File: src/hdl/pifht_ram.sv
// Generic single-write, single-read RAM with registered read data.
`default_nettype none

module pifht_ram #(
    parameter int DATA_W = 8,
    parameter int DEPTH  = 16,
    parameter int ADDR_W = (DEPTH > 1) ? $clog2(DEPTH) : 1
) (
    input  wire logic              clk,
    input  wire logic              wr_en,
    input  wire logic [ADDR_W-1:0] wr_addr,
    input  wire logic [DATA_W-1:0] wr_data,
    input  wire logic              rd_en,
    input  wire logic [ADDR_W-1:0] rd_addr,
    output      logic [DATA_W-1:0] rd_data
);

    logic [DATA_W-1:0] mem [DEPTH];

    // Write port
    always_ff @(posedge clk)
    begin
        if (wr_en)
        begin
            mem[wr_addr] <= wr_data;
        end
    end

    // Registered read port, holds when not enabled
    always_ff @(posedge clk)
    begin
        if (rd_en)
        begin
            rd_data <= mem[rd_addr];
        end
    end

endmodule

`default_nettype wire

File: config.mk
export PLATFORM = sky130hd
export DESIGN_NAME = pifht_ram
export DESIGN_NICKNAME = d
export VERILOG_FILES = /design/src/hdl/pifht_ram.sv
export SDC_FILE = /design/constraint.sdc
export NUM_CORES = 1
export LEC_CHECK = 0
export ABC_CLOCK_PERIOD_IN_PS = 4000
export BUFFER_PORTS_ARGS = -buffer_cell sky130_fd_sc_hd__buf_2
export CORE_ASPECT_RATIO = 1.4
export CORE_UTILIZATION = 65
export DETAILED_ROUTE_END_ITERATION = 10
export PLACE_DENSITY = 0.82
export SLEW_MARGIN = 20
export SYNTH_ARGS = -nofsm -noshare
export SYNTH_HDL_FRONTEND = slang
export SYNTH_SLANG_ARGS = --single-unit
File: constraint.sdc
create_clock -name clk -period 4 [get_ports clk]
set_input_delay 0.6 -clock clk [delete_from_list [all_inputs] [get_ports clk]]
set_output_delay 0.6 -clock clk [all_outputs]
set_load 0.05 [all_outputs]
==> key figures, run 1 <==
Synth
  – FFs w/ async S/R, synth: 0
  – Syn Std Cell Area: 5230 um^2
  – Mux share of post-synthesis cell area: 0.148
  – Register area share after synthesis: 0.781
  – Synth area leader: edfxtp_1
  – Compound-gate portion of the synthesized area: 0.0230
  – Syn Inst Count: 229
  – Post-synthesis net count: 248
  – Largest family of logic cells by synthesized area: multiplexers
  – Synth Area in Adders: 0
  – Simple-gate share of the synthesized area: 0.0314
  – Top post-synthesis cells by area: edfxtp_1 78%, mux4_2 7.8%, mux4_1 7.0%
  – Cell with the most instances after synthesis: edfxtp_1
  – Number of distinct library cells after synthesis: 18
  – Synth top cells by count: 136 x edfxtp_1, 18 x mux4_2, 16 x a22oi_1
  – Post-Synth XOR/XNOR Area: 0
  – Syn. warnings: 0
  – Flop and latch count out of synthesis: 136
  – Mean post-synth cell area: 22.8 um^2
  – Ys flop type: edfxtp_1
  – Number of flops mapped to enable cells by yosys: 136
  – Top-area cell type share of the netlist area: 0.781

Worst setup path
  – Crit Path Class: in -> reg
  – Worst EP required: 4270 ps
  – R2r startpoint: mem[1][1]
  – Slowest stage cell, crit path: mux4_1
  – Crit end category: flip-flop
  – Crit path from: rd_addr[0]
  – Worst-path cell chain: buf_2, buf_4, mux4_1, a22oi_1, nand2_1
  – Crit-path max cell delay: 630 ps
  – Reg2reg setup slack: 2450 ps
  – Crit start category: input port
  – Crit Path Max Fanout: 12
  – CP arrival: 2230 ps

Finish
  – Fillers: 384
  – Fin cells: 382
  – Diodes inserted: 0
  – Layout net count: 288
  – Share of cells above drive strength 1: 0.270
  – Register area: 4080 um^2
  – Finished Core Util: 0.768
  – Area of the multi-input gates: 1060 um^2
  – Area Overhead vs Synth: 13.9%

Run status
  – Run status: finished clean

Global route
  – First-pass GRT wire length: 15300 um
  – Pin count of the biggest net entering global routing: 33
  – GRT Resource Usage Total: 0.277
  – Vias in the first global route: 2642
  – Initial antenna violation count: 0
  – Grt ovf: 0

Clock network
  – Total CTS buffers: 17
  – CTS clk-pin slew, worst paths: 60 ps
  – H-tree depth reported by CTS: 4
  – # hold bufs at CTS: 0
  – TritonCTS clock tree: built
  – Clk sink count: 136
  – Clock latency on the worst-skew pair: 520 ps
  – Clock root cell: clkbuf_8
  – Setup Buffers After CTS: 0
  – Clock Tree Buf Depth: 2
  – CTS resizes: 0

STA
  – Post-Route Skew: 8.39 ps
  – Relative slew slack: 0.319
  – Min Hold Slack: 439 ps
  – Tightest Pin Transition: 1020 ps
  – Fmax achieved: 0.508 GHz
  – Setup_tns: 0 ps
  – Final Hold Fails: 0
  – Slew Viols, Final: 0
  – Final setup violation count: 0
  – RSZ-0062 raised after global routing: no
  – Min Tclk post-route: 1970 ps
  – Tcrit/Tclk final: 0.492

Place
  – GP Congestion: 0.793
  – Post-detail-place hpwl: 6210 um
  – PortBufs: 26
  – Cell total after placement: 350

Floorplanning
  – Standard-cell rows: 38
  – Die H: 108 um
  – Initial core utilization: 0.675
  – IO Pins: 27
  – Full die area: 8410 um^2
  – Die W: 77.8 um
  – Core Region: 7750 um^2

Worst hold path
  – Worst hold path class: in -> reg
  – Hold Startpoint: rd_en

Pwr
  – VDD IR-drop max: 0.438 mV
  – Pwr Total: 0.00314 W
  – LEAKAGE: 1.99 nW
  – Pwr/cell area: 527 nW/um^2

Routing
  – TritonRoute pass-1 iters: 5
  – Via density: 6.71
  – DR iter-0 viols: 325
  – Vias: 2565
  – WL/cell: 26.4 um
  – Detailed-route DRC error count: 0
  – Antenna violation net count after detailed routing: 0
  – Total wire length: 10100 um

Flow run
  – Max Cap Viol: 0
metrics by stage:
step	setup slack (ps)	cell area, um^2
after floorplan	1910	5230
after global placement	1590	5440
after detailed placement	1530	5440
after CTS	2010	5950
after global routing	1920	5950
final	2030	5950
metal layers:
layer  part of all wire  global-route usage  up-vias
met3              0.095              0.0911       25
met1               0.36               0.347     1309
met4              0.030               0.170        0
li1                   -                   -     1056
met5                  0                   0        -
met2               0.52               0.427      175
worst max-delay path, delay by kind of cell:
kind	cells	cell delay, ps
and+or+nand+nor	1	90
muxes	1	630
buffers and inverters	2	650
AOI/OAI and AO/OA	1	270
cell usage in the layout (no fill, tap or decap), drive strengths merged:
| cell type | n |
|---|---|
| a22oi | 16 |
| and2 | 1 |
| and2b | 1 |
| buf | 31 |
| bufinv | 1 |
| clkbuf | 22 |
| clkinv | 9 |
| edfxtp | 136 |
| mux4 | 32 |
| nand2 | 9 |
| nand2b | 2 |
| nand3 | 1 |
| nand3b | 2 |
| nor2 | 13 |
| nor2b | 1 |
| nor3 | 4 |
| or3b | 1 |
worst paths after layout:
path,endpoint,cells after the start
max,rd_data[1],5
min,rd_data[5],1
max reg2reg,rd_data[1],3
min reg2reg,rd_data[4],3
report_power, final:
part	internal, W	leakage (nW)	switching, W
combinational	0.0000574	0.500	0.000107
clock	0.000814	0.255	0.000542
sequential	0.00161	1.24	0.00000873
cells by family after synthesis:
logic type,Yosys count
AND/OR/NAND/NOR,35
buffers and inverters,10
AO/OA/AOI/OAI,16
multiplexers,32
flip-flops,136
layout make-up:
class,instances,share of cell area
Sequential cell,136,0.686
Tap cell,100,0.0210
Timing Repair Buffer,31,0.0282
Clock buffer,22,0.0727
Multi-Input combinational cell,83,0.178
Clock inverter,10,0.0135
flip-flops by register name (all words and copies together), names as in the netlist:
register / count
rd_data: 8
mem: 128
No activity file was read; power rests on OpenSTA's default activity.
==> run 2: changes to the inputs <==
--- a/config.mk
+++ b/config.mk
@@ -5,12 +5,12 @@
 export SDC_FILE = /design/constraint.sdc
 export NUM_CORES = 1
 export LEC_CHECK = 0
-export ABC_CLOCK_PERIOD_IN_PS = 4000
+export ABC_CLOCK_PERIOD_IN_PS = 1700
 export BUFFER_PORTS_ARGS = -buffer_cell sky130_fd_sc_hd__buf_2
 export CORE_ASPECT_RATIO = 1.4
-export CORE_UTILIZATION = 65
+export CORE_UTILIZATION = 54
 export DETAILED_ROUTE_END_ITERATION = 10
-export PLACE_DENSITY = 0.82
+export PLACE_DENSITY = 0.72
 export SLEW_MARGIN = 20
 export SYNTH_ARGS = -nofsm -noshare
 export SYNTH_HDL_FRONTEND = slang
==> constraint.sdc (replaced) <==
create_clock -name clk -period 1.7 [get_ports clk]
set_input_delay 0.255 -clock clk [delete_from_list [all_inputs] [get_ports clk]]
set_output_delay 0.255 -clock clk [all_outputs]
set_load 0.05 [all_outputs]
==> run 2 against run 1 <==
Hold slack got worse by 230 ps. Design area up 5.8%. Critical path depth down 2. Combinational power grew to 2.5 times the previous value. Clock-buffer cell count shrank 5. Routed wire length fell by 1.3%. Sequential power increased by 130%. Final cell count rose by 9.4%. Critical endpoint is now rd_data[5].
==> key figures, run 2 (same netlist as run 1, synthesis figures left out) <==
Floorplanning
  – Initial core utilization: 0.556 (-0.119)
  – Die H: 118 um (+9.5%)
  – Die W: 85.2 um (+9.5%)
  – Core Region: 9410 um^2 (+21%)
  – IO Pins: 27 (unchanged)
  – Standard-cell rows: 42 (+11%)
  – Full die area: 10100 um^2 (+20%)

Routing
  – Antenna violation net count after detailed routing: 0 (unchanged)
  – Vias: 2524 (-1.6%)
  – WL/cell: 23.8 um (-9.8%)
  – DR iter-0 viols: 222 (-32%)
  – Detailed-route DRC error count: 0 (unchanged)
  – Total wire length: 9970 um (-1.3%)
  – TritonRoute pass-1 iters: 4 (-1)
  – Via density: 6.04 (-10%)

Pwr
  – Pwr/cell area: 1250 nW/um^2 (+140%)
  – VDD IR-drop max: 1.04 mV (+140%)
  – LEAKAGE: 2.18 nW (+9.5%)

STA
  – Relative slew slack: 0.706 (+0.387)
  – RSZ-0062 raised after global routing: no
  – Tightest Pin Transition: 441 ps (-577 ps)
  – Min Tclk post-route: 1530 ps
  – Tcrit/Tclk final: 0.903
  – Fmax achieved: 0.652 GHz
  – Slew Viols, Final: 0 (unchanged)
  – Post-Route Skew: 5.56 ps (-2.83 ps)
  – Final Hold Fails: 0 (unchanged)
  – Setup_tns: 0 ps (unchanged)
  – Final setup violation count: 0 (unchanged)

Place
  – Cell total after placement: 386 (+10%)
  – PortBufs: 26 (unchanged)
  – Post-detail-place hpwl: 6260 um (+0.72%)
  – GP Congestion: 0.747 (-5.9%)

Clock network
  – CTS clk-pin slew, worst paths: 60 ps (about the same)
  – Clk sink count: 136 (unchanged)
  – Setup Buffers After CTS: 0 (unchanged)
  – H-tree depth reported by CTS: 4 (unchanged)
  – Clock Tree Buf Depth: 2 (unchanged)
  – Clock root cell: clkbuf_16
  – Clock latency on the worst-skew pair: 410 ps (-110 ps)
  – Total CTS buffers: 17 (unchanged)
  – TritonCTS clock tree: built
  – # hold bufs at CTS: 0 (unchanged)
  – CTS resizes: 0 (unchanged)

Finish
  – Layout net count: 314 (+9.0%)
  – Share of cells above drive strength 1: 0.354 (+0.0844)
  – Area Overhead vs Synth: 20.5%
  – Largest registers: mem (128), rd_data (8)
  – Most frequent cells in the layout: 136 x edfxtp_1, 27 x buf_4, 26 x buf_2
  – Fillers: 584 (+52%)
  – Largest register FFs: 128 (unchanged)
  – Diodes inserted: 0 (unchanged)
  – Most common cell after layout, fill and taps aside: edfxtp_1
  – Fin cells: 418 (+9.4%)
  – Largest Register: mem

Global route
  – Grt ovf: 0 (unchanged)
  – First-pass GRT wire length: 15100 um (-1.4%)
  – Pin count of the biggest net entering global routing: 20 (-39%)
  – Initial antenna violation count: 0 (unchanged)
  – Vias in the first global route: 2639 (-0.11%)
  – GRT Resource Usage Total: 0.221 (-0.0567)

Worst setup path
  – Slowest stage cell, crit path: mux4_1
  – Crit start category: flip-flop
  – Crit-path max cell delay: 540 ps (-90 ps)
  – Crit end category: flip-flop
  – Worst EP required: 1850 ps (-2420 ps)
  – Worst-path cell chain: mux4_1, a22oi_1, nand2_1
  – Crit Path Max Fanout: 1 (-11)
  – CP arrival: 1690 ps (-540 ps)
  – Crit Path Class: reg -> reg

Worst hold path
  – Worst hold path class: in -> reg

Run status
  – Run status: finished clean

Flow run
  – Max Cap Viol: 0 (unchanged)
## run 2: cell count changes in the layout (fill, tap and decap cells not counted)
| cell | before | now |
|---|---|---|
| buf_12 | 0 | 4 |
| clkinv_4 | 2 | 3 |
| clkinv_2 | 5 | 4 |
| clkbuf_1 | 5 | 0 |
| buf_4 | 5 | 27 |
| clkbuf_16 | 16 | 17 |
| clkinv_1 | 2 | 0 |
| bufinv_16 | 1 | 3 |
| inv_6 | 0 | 2 |
| clkbuf_8 | 1 | 0 |
| clkinvlp_4 | 0 | 3 |
## run 2: per-stage QoR
stage                     instance area (um^2)  total power (W)   util  hold WS (ps)  setup WS (ps)
final                                     6300          0.00789  0.670           210            166
after global routing                      6300          0.00809  0.670           202           80.4
after CTS                                 6300          0.00792  0.670           202            171
after detailed placement                  5700          0.00429  0.606           638           -148
after global placement                    5700          0.00428  0.606           626           -153
after floorplan                           5230          0.00411      -           354            163
## run 2: cell type report
cell class / instances / area, um^2 / area share
Clock buffer: 17 / 425 / 0.0675
Tap cell: 110 / 138 / 0.0219
Clock inverter: 15 / 176 / 0.0280
Sequential cell: 136 / 4080 / 0.648
Multi-Input combinational cell: 83 / 1060 / 0.169
Timing Repair Buffer: 57 / 413 / 0.0656
## run 2: worst paths after layout
| path | from | to | cells after the start | slack (ps) |
|---|---|---|---|---|
| max | mem[2][5] | rd_data[5] | 3 | 170 |
| min | rd_en | rd_data[4] | 1 | 210 |
| max reg2reg | mem[2][5] | rd_data[5] | 3 | 170 |
| min reg2reg | mem[14][4] | rd_data[4] | 3 | 750 |
## run 2: critical path, delay by kind of cell (launching register included)
family             cells  cell delay, ps
AOI/OAI and AO/OA      1             240
and+or+nand+nor        1             110
DFF                    1             380
muxes                  1             540
## run 2: routing by layer
metal  GRT usage  part of all wire
met1       0.271              0.40
met2       0.359              0.51
met3      0.0656             0.058
met4       0.105             0.029
met5           0                 0
## run 2: report_power, final
group / switching [W] / total, W / internal [W] / leakage [nW]
clock network: 0.00136 / 0.00367 / 0.00231 / 0.289
registers: 0.0000206 / 0.00380 / 0.00378 / 1.24
logic: 0.000252 / 0.000418 / 0.000166 / 0.655
